<file path="config.mk">
export PLATFORM = sky130hd
export DESIGN_NAME = uvc_payload_frame_assembler_top
export DESIGN_NICKNAME = d
export VERILOG_FILES = /design/src/hw/rtl/uvcpfa_pkg.sv /design/src/hw/rtl/uvcpfa_core.sv /design/src/hw/rtl/uvc_payload_frame_assembler_top.sv
export SDC_FILE = /design/constraint.sdc
export NUM_CORES = 1
export LEC_CHECK = 0
export ABC_CLOCK_PERIOD_IN_PS = 7500
export BUFFER_PORTS_ARGS = -buffer_cell sky130_fd_sc_hd__buf_4
export CORE_UTILIZATION = 59
export CTS_BUF_LIST = sky130_fd_sc_hd__clkbuf_8
export DETAILED_ROUTE_END_ITERATION = 8
export GPL_ROUTABILITY_DRIVEN = 1
export HOLD_SLACK_MARGIN = 0.05
export PLACE_DENSITY = 0.82
export SYNTH_ARGS = -nofsm -noshare
export SYNTH_HDL_FRONTEND = slang
export SYNTH_SLANG_ARGS = --single-unit
</file>
<file path="constraint.sdc">
create_clock -name i_clk -period 7.5 [get_ports i_clk]
set_input_delay 2.25 -clock i_clk [delete_from_list [all_inputs] [get_ports i_clk]]
set_output_delay 2.25 -clock i_clk [all_outputs]
set_load 0.03 [all_outputs]
</file>
<file path="src/hw/rtl/uvcpfa_pkg.sv">
// Shared types and constants for the UVC payload frame assembler.
// No dependencies; imported by uvcpfa_core and the top level.
`timescale 1ns / 1ps
`default_nettype none

package uvcpfa_pkg;

    // Header layout
    localparam logic [7:0] HDR_LEN      = 8'd12;
    localparam int         FLAG_ERR_BIT = 6;
    localparam int         FLAG_PTS_BIT = 2;
    localparam int         FLAG_EOF_BIT = 1;
    localparam int         FLAG_FID_BIT = 0;
    localparam int         PTS_FIRST    = 2;
    localparam int         PTS_BYTES    = 4;

    // Field widths
    localparam int IMAGE_BYTES_W = 23;
    localparam int OFFSET_W      = 22;

    // Configuration register map
    localparam int                       APB_ADDR_W      = 3;
    localparam logic                     REG_IMAGE_BYTES = 1'b0;
    localparam logic [IMAGE_BYTES_W-1:0] IMAGE_BYTES_RST = 23'd307200;

    // Payload / frame classification
    typedef enum logic [1:0] {
        KIND_DISCARD = 2'd0,
        KIND_FIRST   = 2'd1,
        KIND_INTER   = 2'd2,
        KIND_LAST    = 2'd3
    } t_kind;

    // One result per stream byte
    typedef struct packed {
        logic                write_valid;
        logic [OFFSET_W-1:0] write_offset;
        logic [7:0]          write_data;
        logic                payload_end;
        logic                payload_dropped;
        logic                frame_done;
    } t_result;

endpackage

`default_nettype wire

</file>
<file path="src/hw/rtl/uvcpfa_core.sv">
// Per-byte header parse, payload classification and frame length tracking.
// Holds all assembler state; depends on uvcpfa_pkg.
`timescale 1ns / 1ps
`default_nettype none

module uvcpfa_core #(
    parameter int PAYLOAD_BYTES   = 2048,
    parameter int MAX_FRAME_BYTES = 4194304
) (
    input  wire logic                                i_clk,
    input  wire logic                                i_rst_n,
    input  wire logic                                i_fire,
    input  wire logic [7:0]                          i_byte,
    input  wire logic                                i_last,
    input  wire logic [uvcpfa_pkg::IMAGE_BYTES_W-1:0] i_image_bytes,
    output uvcpfa_pkg::t_result                      o_result
);
    import uvcpfa_pkg::*;

    localparam int PW = $clog2(PAYLOAD_BYTES);
    localparam int FW = IMAGE_BYTES_W;
    localparam logic [PW-1:0] LAST_POS = PW'(PAYLOAD_BYTES - 1);
    localparam logic [PW-1:0] CLS_POS  = PW'(HDR_LEN - 8'd1);
    localparam logic [PW-1:0] DATA_POS = PW'(HDR_LEN);
    localparam logic [FW+1:0] MAX_W    = (FW+2)'(MAX_FRAME_BYTES);

    // Assembler state
    logic [31:0]   r_prev_pts, n_prev_pts;
    logic          r_prev_fid, n_prev_fid;
    t_kind         r_prev_kind, n_prev_kind;
    logic [FW-1:0] r_frame_len, n_frame_len;
    logic [PW-1:0] r_pos, n_pos;
    logic [PW-1:0] r_count, n_count;
    logic [7:0]    r_flags, n_flags;
    logic [31:0]   r_pts, n_pts;
    logic          r_hl_ok, n_hl_ok;
    t_kind         r_action, n_action;

    logic [FW-1:0] w_eff;
    logic [FW+1:0] w_eff_wide;

    // Saturate configured frame size
    assign w_eff_wide = ({2'b00, i_image_bytes} < MAX_W) ? {2'b00, i_image_bytes} : MAX_W;
    assign w_eff      = w_eff_wide[FW-1:0];

    // Step logic for one byte
    always_comb begin
        t_kind         cls;
        t_kind         act_cur;
        t_kind         act_end;
        logic          pend;
        logic          live;
        logic          wvalid;
        logic [FW:0]   base;
        logic [FW:0]   off;
        logic [PW-1:0] d;
        logic [FW:0]   sum;
        logic          dropped;
        logic          done;

        n_prev_pts  = r_prev_pts;
        n_prev_fid  = r_prev_fid;
        n_prev_kind = r_prev_kind;
        n_frame_len = r_frame_len;
        n_pos       = r_pos;
        n_count     = r_count;
        n_flags     = r_flags;
        n_pts       = r_pts;
        n_hl_ok     = r_hl_ok;
        n_action    = r_action;

        pend = i_last || (r_pos >= LAST_POS);

        // Capture header fields
        if (r_pos == '0) begin
            n_hl_ok = (i_byte == HDR_LEN);
        end
        if (r_pos == PW'(1)) begin
            n_flags = i_byte;
        end
        for (int k = 0; k < PTS_BYTES; k++) begin
            if (r_pos == PW'(PTS_FIRST + k)) begin
                n_pts[8*k +: 8] = i_byte;
            end
        end

        // Classify once the header is complete
        if (!r_hl_ok || r_flags[FLAG_ERR_BIT] || !r_flags[FLAG_PTS_BIT]) begin
            cls = KIND_DISCARD;
        end else if (r_pts != r_prev_pts || r_flags[FLAG_FID_BIT] != r_prev_fid) begin
            cls = KIND_FIRST;
        end else if (r_flags[FLAG_EOF_BIT]) begin
            cls = KIND_LAST;
        end else begin
            cls = KIND_INTER;
        end
        act_cur = (r_pos == CLS_POS) ? cls : r_action;
        n_action = act_cur;

        // Data byte write
        base   = (r_action == KIND_FIRST) ? '0 : {1'b0, r_frame_len};
        off    = base + (FW+1)'(r_count);
        live   = (r_action == KIND_FIRST) ||
                 ((r_action == KIND_INTER || r_action == KIND_LAST) &&
                  (r_prev_kind == KIND_FIRST || r_prev_kind == KIND_INTER));
        wvalid = (r_pos >= DATA_POS) && live && (off < {1'b0, w_eff});
        d      = (r_pos >= DATA_POS) ? r_count + PW'(1) : r_count;
        n_count = d;

        // Payload end decision
        act_end = (r_pos >= CLS_POS) ? act_cur : KIND_DISCARD;
        sum     = {1'b0, r_frame_len} + (FW+1)'(d);
        dropped = 1'b1;
        done    = 1'b0;
        if (pend) begin
            unique case (act_end)
                KIND_FIRST: begin
                    n_prev_pts = r_pts;
                    n_prev_fid = r_flags[FLAG_FID_BIT];
                    if (d != '0 && (FW+1)'(d) > {1'b0, w_eff}) begin
                        n_prev_kind = KIND_DISCARD;
                        n_frame_len = '0;
                    end else begin
                        n_prev_kind = KIND_FIRST;
                        n_frame_len = FW'(d);
                        dropped     = 1'b0;
                    end
                end
                KIND_LAST: begin
                    n_prev_pts = '0;
                    if (sum != {1'b0, w_eff}) begin
                        if (r_prev_kind == KIND_FIRST || r_prev_kind == KIND_INTER) begin
                            n_prev_kind = KIND_DISCARD;
                        end
                    end else if (r_prev_kind == KIND_DISCARD) begin
                        n_prev_kind = KIND_LAST;
                        n_frame_len = '0;
                    end else if (r_prev_kind != KIND_LAST) begin
                        n_prev_kind = KIND_LAST;
                        n_frame_len = '0;
                        dropped     = 1'b0;
                        done        = 1'b1;
                    end
                end
                KIND_INTER: begin
                    if (r_prev_kind == KIND_FIRST || r_prev_kind == KIND_INTER) begin
                        if (d != '0 && sum > {1'b0, w_eff}) begin
                            n_prev_kind = KIND_DISCARD;
                            n_frame_len = '0;
                        end else begin
                            n_prev_kind = KIND_INTER;
                            n_frame_len = sum[FW-1:0];
                            dropped     = 1'b0;
                        end
                    end
                end
                default: begin
                    if (r_prev_kind == KIND_FIRST || r_prev_kind == KIND_INTER) begin
                        n_prev_kind = KIND_DISCARD;
                    end
                end
            endcase
            // Clear per-payload state
            n_pos    = '0;
            n_count  = '0;
            n_action = KIND_DISCARD;
            n_hl_ok  = 1'b0;
            n_flags  = '0;
            n_pts    = '0;
        end else begin
            n_pos = r_pos + PW'(1);
        end

        o_result.write_valid     = wvalid;
        o_result.write_offset    = wvalid ? off[OFFSET_W-1:0] : '0;
        o_result.write_data      = wvalid ? i_byte : '0;
        o_result.payload_end     = pend;
        o_result.payload_dropped = pend && dropped;
        o_result.frame_done      = done;
    end

    // Advance state on each processed byte
    always_ff @(posedge i_clk) begin
        if (!i_rst_n) begin
            r_prev_pts  <= '0;
            r_prev_fid  <= 1'b0;
            r_prev_kind <= KIND_LAST;
            r_frame_len <= '0;
            r_pos       <= '0;
            r_count     <= '0;
            r_flags     <= '0;
            r_pts       <= '0;
            r_hl_ok     <= 1'b0;
            r_action    <= KIND_DISCARD;
        end else if (i_fire) begin
            r_prev_pts  <= n_prev_pts;
            r_prev_fid  <= n_prev_fid;
            r_prev_kind <= n_prev_kind;
            r_frame_len <= n_frame_len;
            r_pos       <= n_pos;
            r_count     <= n_count;
            r_flags     <= n_flags;
            r_pts       <= n_pts;
            r_hl_ok     <= n_hl_ok;
            r_action    <= n_action;
        end
    end

endmodule

`default_nettype wire

</file>
<file path="src/hw/rtl/uvc_payload_frame_assembler_top.sv">
// Input transfer to result valid passes the input register, then the result register.
// Throughput: one byte per cycle without output stalls; one add/compare pass per byte in uvcpfa_core.
// Input is taken while a result waits, as long as the input register is free or drains.
// Reset (synchronous, active low): image size = 307200, previous kind = last, valids and state zero.
// Top level: handshake registers, APB image size register, core instance.
// Depends on uvcpfa_pkg and uvcpfa_core.
`timescale 1ns / 1ps
`default_nettype none

module uvc_payload_frame_assembler_top #(
    parameter int PAYLOAD_BYTES   = 2048,
    parameter int MAX_FRAME_BYTES = 4194304
) (
    input  wire logic                              i_clk,
    input  wire logic                              i_rst_n,
    // Stream input
    input  wire logic                              i_in_valid,
    output logic                                   o_in_ready,
    input  wire logic [7:0]                        i_byte_in,
    input  wire logic                              i_transfer_last,
    // Result output
    output logic                                   o_out_valid,
    input  wire logic                              i_out_ready,
    output logic                                   o_write_valid,
    output logic [uvcpfa_pkg::OFFSET_W-1:0]        o_write_offset,
    output logic [7:0]                             o_write_data,
    output logic                                   o_payload_end,
    output logic                                   o_payload_dropped,
    output logic                                   o_frame_done,
    // Configuration
    input  wire logic                              psel,
    input  wire logic                              penable,
    input  wire logic                              pwrite,
    input  wire logic [uvcpfa_pkg::APB_ADDR_W-1:0] paddr,
    input  wire logic [31:0]                       pwdata,
    output logic [31:0]                            prdata,
    output logic                                   pready
);
    import uvcpfa_pkg::*;

    logic                     r_in_valid;
    logic [7:0]               r_in_byte;
    logic                     r_in_last;
    logic                     r_out_valid;
    t_result                  r_out;
    logic [IMAGE_BYTES_W-1:0] r_image_bytes;
    logic                     w_adv;
    logic                     w_fire;
    t_result                  w_result;

    // Configuration register
    assign pready = 1'b1;
    assign prdata = (paddr[2] == REG_IMAGE_BYTES) ? {{(32-IMAGE_BYTES_W){1'b0}}, r_image_bytes}
                                                  : '0;

    always_ff @(posedge i_clk) begin
        if (!i_rst_n) begin
            r_image_bytes <= IMAGE_BYTES_RST;
        end else if (psel && penable && pwrite && pready && paddr[2] == REG_IMAGE_BYTES) begin
            r_image_bytes <= pwdata[IMAGE_BYTES_W-1:0];
        end
    end

    // Handshake: process when the result register is free or drains
    assign w_adv      = !r_out_valid || i_out_ready;
    assign w_fire     = r_in_valid && w_adv;
    assign o_in_ready = !r_in_valid || w_adv;

    // Input register
    always_ff @(posedge i_clk) begin
        if (!i_rst_n) begin
            r_in_valid <= 1'b0;
        end else if (i_in_valid && o_in_ready) begin
            r_in_valid <= 1'b1;
        end else if (w_fire) begin
            r_in_valid <= 1'b0;
        end
    end

    always_ff @(posedge i_clk) begin
        if (i_in_valid && o_in_ready) begin
            r_in_byte <= i_byte_in;
            r_in_last <= i_transfer_last;
        end
    end

    uvcpfa_core #(
        .PAYLOAD_BYTES  (PAYLOAD_BYTES),
        .MAX_FRAME_BYTES(MAX_FRAME_BYTES)
    ) u_core (
        .i_clk        (i_clk),
        .i_rst_n      (i_rst_n),
        .i_fire       (w_fire),
        .i_byte       (r_in_byte),
        .i_last       (r_in_last),
        .i_image_bytes(r_image_bytes),
        .o_result     (w_result)
    );

    // Result register
    always_ff @(posedge i_clk) begin
        if (!i_rst_n) begin
            r_out_valid <= 1'b0;
        end else if (w_fire) begin
            r_out_valid <= 1'b1;
        end else if (i_out_ready) begin
            r_out_valid <= 1'b0;
        end
    end

    always_ff @(posedge i_clk) begin
        if (w_fire) begin
            r_out <= w_result;
        end
    end

    assign o_out_valid       = r_out_valid;
    assign o_write_valid     = r_out.write_valid;
    assign o_write_offset    = r_out.write_offset;
    assign o_write_data      = r_out.write_data;
    assign o_payload_end     = r_out.payload_end;
    assign o_payload_dropped = r_out.payload_dropped;
    assign o_frame_done      = r_out.frame_done;

endmodule

`default_nettype wire

</file>
==> reports/qor.txt, run 1 <==
====================================================================================================
Library cells used by synthesis                                                                   74
Width of the die                                                                        140.4 microns
Flip-flop and latch count after synthesis                                                        187
Max-capacitance violation count                                                                    0
CP bufs+invs                                                                                       4
Number of buffers inserted during clock tree synthesis                                            17
Static leakage                                                                              4.934 nW
Total half-perimeter wirelength after legalization and detailed placement               21270 microns
Worst setup path class                                                                       reg2reg
Placement row count                                                                               50
CTS H-Tree Depth                                                                                   4
CTS tree                                                                                        done
Pre-antenna DRT Iters                                                                              5
Crit-path max FO                                                                                  12
Initial DRC Count                                                                               1066
Synth Warn #                                                                                       0
Wirelength per Cell                                                                     18.30 microns
Number of slew-limit violations in the final report                                                0
Vias per cell                                                                                  6.281
Die area                                                                                 19720 sq um
Number of routed nets with antenna violations                                                      0
Antenna violations before repair                                                                   0
Wire length of the first global-routing pass                                            46960 microns
Cell area after technology mapping                                                       11310 sq um
Post-detailed-route DRC marker count                                                               0
Initial Utilization                                                                           0.6024
Overflow after GRT                                                                                 0
Global-route usage over all layers                                                            0.2998
Leading cell type in the layout, fill and taps excluded                                      nand2_1
Crit path arrival time                                                                       6840 ps
Asr flop ratio synth                                                                               0
Total Wirelength                                                                        29640 microns
Hold Buf Count CTS                                                                                 0
Die H                                                                                   140.4 microns
PostCTS Resize Cnt                                                                                 0
Fill cell total of the finished layout                                                          1493
Relative slew margins                                                                         0.2649
Area delta synth->final                                                                       11.61%
Antenna cells                                                                                      0
Buffers on Ports                                                                                  98
Number of placed instances with taps included                                                   1588
Time the final worst path needs with I/O delays and setup                                    6433 ps
Fraction of final layout cells sized beyond drive strength 1                                  0.1328
Clock-pin slew reported for the worst setup and hold paths after clock tree synthesis         120 ps
Number of synthesized flops with an enable pin                                                    43
Post-route total power                                                                      1.910 mW
Status                                                                                  complete, no violations
Sum Neg Setup Slack                                                                             0 ps
Cell accounting for the most synthesized area                                                dfxtp_1
Most frequent cells in the layout                                                       nand2_1, dfxtp_1, buf_4
Worst hold path class                                                                        reg2reg
Critical Path RT                                                                             7900 ps
Number of I/O pins                                                                               120
Net count reported at finish                                                                    1513
Clk_lat worst skew                                                                            490 ps
Mapped Cells                                                                                    1307
Maximum number of pins on one net before global-route repair                                      71
Core region area                                                                         18770 sq um
DR vias                                                                                        10180
Cell types with the largest area share after synthesis                                  dfxtp_1, edfxtp_1, ha_1
Max clock buf depth                                                                                2
Peak supply drop                                                                            119.1 uV
Post-CTS setup buffer count                                                                        0
Maximum operating frequency                                                               0.1554 GHz
Kind of cell adding the most delay to the critical path                                 simple AND/OR/NAND/NOR gates
Unrepaired setup endpoints after global routing                                                false
Type of element capturing the critical path                                                flip-flop
Slowest Stage Delay on Critical Path                                                          470 ps
Prevailing post-synth register cell                                                          dfxtp_1
Root Buffer Master                                                                          clkbuf_8
Slew at the pin with the worst max-slew slack                                                1103 ps
Sink Count                                                                                       187
Cell type with the highest occurrence count on the critical path                               buf_4
Final clock period utilization by the worst path                                              0.8578
Seq/Total Area, Yosys                                                                         0.3692
Mean Syn Cell Area                                                                       8.650 sq um
Weighted congestion reported at the end of routability-driven placement                       0.9260
Non-filler cells in the finished layout                                                         1620
Area share of the largest cell type after synthesis                                           0.2550
Power Density                                                                           151.4 nW/um^2
Max stage delay cell, worst path                                                              nor4_4
Post-Route Skew                                                                             19.81 ps
Final-report setup violation count                                                                 0
Worst setup SP type                                                                        flip-flop
Count of final hold-check violations                                                               0
Number of global-route vias before repair                                                       9398
====================================================================================================
path summary, 6_finish.rpt:
check | slack [ps] | from | end | cells past startpoint
hold / removal | 470 | u_core.r_prev_pts[9] | u_core.r_prev_pts[9] | 2
setup / recovery | 1070 | u_core.r_pos[8] | u_core.r_frame_len[4] | 26
hold reg to reg | 470 | u_core.r_prev_pts[9] | u_core.r_prev_pts[9] | 2
setup reg to reg | 1070 | u_core.r_pos[8] | u_core.r_frame_len[4] | 26
flip-flops by register name, indices dropped and copies added (netlist names), 2 cells and up:
signal and count:
u_core.r_prev_pts 32, u_core.r_action 2, r_in_byte 8, u_core.r_pts 32, u_core.r_flags 4, o_write_offset 22, u_core.r_prev_kind 2, u_core.r_count 11
u_core.r_pos 11, r_image_bytes 23, u_core.r_frame_len 23, o_write_data 8
cells by family after synthesis:
| kind of cell | after synthesis | synth area share |
|---|---|---|
| other | 2 | 0.0006643 |
| AO/OA/AOI/OAI | 289 | 0.1735 |
| multiplexers | 14 | 0.01251 |
| buffers and inverters | 101 | 0.03884 |
| flip-flops | 187 | 0.3692 |
| XOR/XNOR | 91 | 0.07050 |
| adder cells (fa/ha/maj) | 89 | 0.09982 |
| AND/OR/NAND/NOR | 534 | 0.2350 |
worst reg2reg max path: stages, from the launching register on:
cell and delay [ps]:
dfxtp_1 380, nor4_4 470, nand2_1 230, a21oi_1 170
buf_4 190, nor2_1 80, xor2_1 140, buf_4 180
ha_1 320, o21ai_0 130, o21ai_0 150, nor2b_1 270
o2111a_1 290, o31ai_1 80, buf_4 180, or3_1 420
xnor2_1 160, ha_1 310, nand4_1 140, nor3_1 390
a211oi_1 140, o41a_1 140, or3_1 450, a211oi_4 380
buf_4 270, a32oi_1 140, mux2i_1 180
per-stage QoR:
stage / util / area [sq um] / setup WS (ps) / hold WS, ps
after floorplan: - / 11340 / 1754 / 444.4
after global placement: 0.6497 / 12190 / 1402 / 450.9
after detailed placement: 0.6497 / 12190 / 1261 / 458.2
after CTS: 0.6723 / 12620 / 1157 / 474.3
after global routing: 0.6723 / 12620 / 736.2 / 493.2
final: 0.6723 / 12620 / 1067 / 470.6
cell type report:
type                            count  area, sq um  area share
Clock buffer                       17        234.0     0.01854
Multi-Input combinational cell   1027         6749      0.5349
Timing Repair Buffer              120        900.9     0.07139
Clock inverter                     15        191.4     0.01517
Tap cell                          234        292.8     0.02320
Inverter                           20        76.32    0.006049
Sequential cell                   187         4174      0.3308
synth_stat cells (all sizes together) (9+ instances only):
cell type and instances:
nor2 107, nand4 29, a211oi 12, ha 87, nor3b 27, a21oi 105, nor4 15, edfxtp 43
mux2i 13, clkbuf 61, nor3 21, inv 19, xnor2 69, a32oi 9, a21o 16, and2 17
nand3 66, xor2 22, nand2 167, and3 13, buf 20, nor2b 32, dfxtp 144, o21ai 30
o211ai 9, or3 16, nand2b 10, a22oi 58
report_power, final:
part	total (mW)	internal (mW)	switching, mW
combinational	0.141	0.0470	0.0945
sequential	1.06	1.05	0.0150
clock	0.708	0.262	0.446
total	1.91	1.35	0.556
routing by layer:
layer  global-route usage  routed length, microns
met1               0.3972                   13030
met2               0.4868                   13700
met3              0.04718                    2089
met4               0.1261                     820
met5                    0                       0
Power figures use the tool's default switching activity.
==> run 2, diff against run 1 <==
Settings changed: SYNTH_HIERARCHICAL set to 1.
==> run 2 against run 1 <==
  * Clock power rose by 4.5%
  * Largest power group unchanged
  * Final cell count up 3.9%
  * Largest cell class unchanged
  * Non-clock buffer count decreased by 7
  * Final area is 1.7% higher
  * First-iteration DRC count up 3.6%
==> reports/qor.txt, run 2 <==
====================================================================================================
Cell area after placement                                                                12380 sq um
Slew at the pin with the worst max-slew slack                                                1058 ps
Cell area after technology mapping                                                       11560 sq um
Weighted congestion reported at the end of routability-driven placement                       0.8721
Mean Syn Cell Area                                                                       8.567 sq um
DR vias                                                                                        10330
Root Buffer Master                                                                          clkbuf_8
Antenna violations before repair                                                                   0
Peak supply drop                                                                            140.0 uV
PostCTS Resize Cnt                                                                                 0
Met3 track demand over resource in global routing                                            0.05485
Count of final hold-check violations                                                               0
Number of routed nets with antenna violations                                                      0
Overflow after GRT                                                                                 0
Prevailing post-synth register cell                                                          dfxtp_1
Met2 routing resource usage after global routing                                              0.4755
CTS tree                                                                                        done
Width of the die                                                                        142.0 microns
Cell types with the largest area share after synthesis                                  dfxtp_1, edfxtp_1, ha_1
Switching power                                                                             552.7 uW
Fraction of power spent switching nets                                                        0.2847
Post-detailed-route DRC marker count                                                               0
Most common library cells after synthesis                                               nand2_1, dfxtp_1, nor2_1
Sum Neg Setup Slack                                                                             0 ps
Hold Buf Count CTS                                                                                 0
Post-route total power                                                                      1.941 mW
Top flop regs                                                                           u_core/r_prev_pts: 32 flops, u_core/r_pts: 32 flops
Non-filler cells in the finished layout                                                         1683
Maximum operating frequency                                                               0.1509 GHz
Number of synthesized flops with an enable pin                                                    43
Antenna cells                                                                                      0
Flop2flop setup slack                                                                         870 ps
Clk_lat worst skew                                                                            490 ps
Post-Route Skew                                                                             19.37 ps
Clock-pin slew reported for the worst setup and hold paths after clock tree synthesis         110 ps
Post-CTS setup buffer count                                                                        0
Critical Path RT                                                                             7890 ps
Initial Utilization                                                                           0.6097
Total Wirelength                                                                        30110 microns
Number of I/O pins                                                                               120
Number of slew-limit violations in the final report                                                0
Buffers on Ports                                                                                  98
Area share of the largest cell type after synthesis                                           0.2494
Leading cell type in the layout, fill and taps excluded                                      nand2_1
Initial DRC Count                                                                               1104
Die H                                                                                   142.0 microns
Vias per cell                                                                                  6.139
Area delta synth->final                                                                       11.05%
Final clock period utilization by the worst path                                              0.8834
Fill cell total of the finished layout                                                          1598
Clock power frac                                                                               0.381
Combinational Power Share                                                                      0.073
Die area                                                                                 20150 sq um
CTS H-Tree Depth                                                                                   4
Post-route design area                                                                   12830 sq um
Asr flop ratio synth                                                                               0
Number of buffers inserted during clock tree synthesis                                            17
Type of element capturing the critical path                                                flip-flop
Flip-flop and latch count after synthesis                                                        187
Net count reported at finish                                                                    1549
Number of placed instances with taps included                                                   1651
Max-capacitance violation count                                                                    0
Relative slew margins                                                                         0.2924
Mapped Cells                                                                                    1349
Power Density                                                                           151.3 nW/um^2
Pre-antenna DRT Iters                                                                              7
Fraction of final layout cells sized beyond drive strength 1                                  0.1216
Maximum number of pins on one net before global-route repair                                      94
Busiest layer in global routing                                                                 met2
Met1 track demand over resource in global routing                                             0.4235
Crit path arrival time                                                                       7010 ps
Library cells used by synthesis                                                                   79
Internal cell power                                                                         1.389 mW
Time the final worst path needs with I/O delays and setup                                    6626 ps
Sink Count                                                                                       187
Crit-path max FO                                                                                  15
Worst setup path class                                                                       reg2reg
Wirelength per Cell                                                                     17.89 microns
Number of global-route vias before repair                                                       9407
Total half-perimeter wirelength after legalization and detailed placement               21640 microns
Max clock buf depth                                                                                2
Final-report setup violation count                                                                 0
Synth Warn #                                                                                       6
Static leakage                                                                              5.120 nW
Wire length of the first global-routing pass                                            48020 microns
Most frequent cells in the layout                                                       nand2_1, dfxtp_1, nor2_1
Sequential cell fraction of total power                                                        0.545
Status                                                                                  complete, no violations
Seq/Total Area, Yosys                                                                         0.3612
Worst setup SP type                                                                        flip-flop
Placement row count                                                                               50
Cell accounting for the most synthesized area                                                dfxtp_1
Worst-case hold slack                                                                       469.9 ps
Worst hold path class                                                                        reg2reg
Global-route usage over all layers                                                            0.3020
Leading cell type by number of instances after synthesis                                     nand2_1
Unrepaired setup endpoints after global routing                                                false
Core region area                                                                         18960 sq um
====================================================================================================
[run 2: cell count changes in the layout (fill, tap and decap cells not counted), sizes merged, moves of 8 or more]
| cell | before | now |
|---|---|---|
| a22oi | 58 | 41 |
| inv | 27 | 48 |
| nor3b | 27 | 8 |
| nand4 | 29 | 38 |
| nor2 | 107 | 115 |
| or3 | 16 | 6 |
| a31oi | 2 | 12 |
| and2 | 17 | 26 |
| a21oi | 105 | 82 |
| nor2b | 32 | 40 |
| mux2i | 13 | 25 |
[run 2: cell type report]
cell class / count / area [sq um] / area share
Timing Repair Buffer: 113 / 848.3 / 0.06609
Tap cell: 260 / 325.3 / 0.02535
Multi-Input combinational cell: 1049 / 6875 / 0.5357
Inverter: 42 / 157.7 / 0.01228
Sequential cell: 187 / 4174 / 0.3252
Clock inverter: 15 / 220.2 / 0.01716
Clock buffer: 17 / 234.0 / 0.01823
[run 2: worst max-delay path, stage by stage (launching register included)]
cell      delay, ps
dfxtp_1         390
or4_4           580
o31ai_1         680
nor2_1          120
xor2_1          380
ha_1            290
nand2_1         110
o211ai_1        290
a31oi_1         190
a21oi_1         680
nand2_1         230
xnor2_1         190
ha_1            280
nand3_1          90
nor2_1          260
nand3_1         300
nand2_1         150
a31oi_1          70
o21ai_2         540
buf_4           330
nand3_2         160
o41ai_2         220
[run 2: final timing paths]
check                         from                      to  cells after the start
min reg2reg  u_core/r_prev_pts[28]   u_core/r_prev_pts[28]                      2
min          u_core/r_prev_pts[28]   u_core/r_prev_pts[28]                      2
max reg2reg        u_core/r_pos[5]  u_core/r_frame_len[20]                     21
max                u_core/r_pos[5]  u_core/r_frame_len[20]                     21
[run 2: metrics by stage]
stage	setup WS, ps	util
3_3_place_gp	1359	0.6531
3_5_place_dp	1182	0.6531
6_report	874.5	0.6771
5_1_grt	417.6	0.6771
4_1_cts	1140	0.6771
2_1_floorplan	1830	-
[run 2: logic make-up (layout without fill, tap and decap cells)]
family	Yosys count	in the layout	share of synthesized area
simple gates	562	562	0.2402
compound gates	273	273	0.1636
flops	187	187	0.3612
buf+inv	121	187	0.04720
xor+xnor	91	91	0.06896
fa+ha+maj	88	88	0.09657
mux	25	25	0.02165
other cells	2	10	0.0006498
[run 2: per-layer routing]
layer | routed length (microns) | share of wire | vias to the layer above
li1 | - | - | 4929
met1 | 13170 | 0.44 | 4856
met2 | 13780 | 0.46 | 482
met3 | 2494 | 0.083 | 65
met4 | 665 | 0.022 | 0
met5 | 0 | 0 | -
[run 2: power by group through the flow]
stage          sequential, mW  combinational [mW]  clock [mW]
3_3_place_gp             1.08               0.139           0
2_1_floorplan            1.10              0.0740           0
4_1_cts                  1.06               0.141       0.752
3_5_place_dp             1.08               0.141           0
5_1_grt                  1.06               0.152       0.790
6_report                 1.06               0.142       0.740
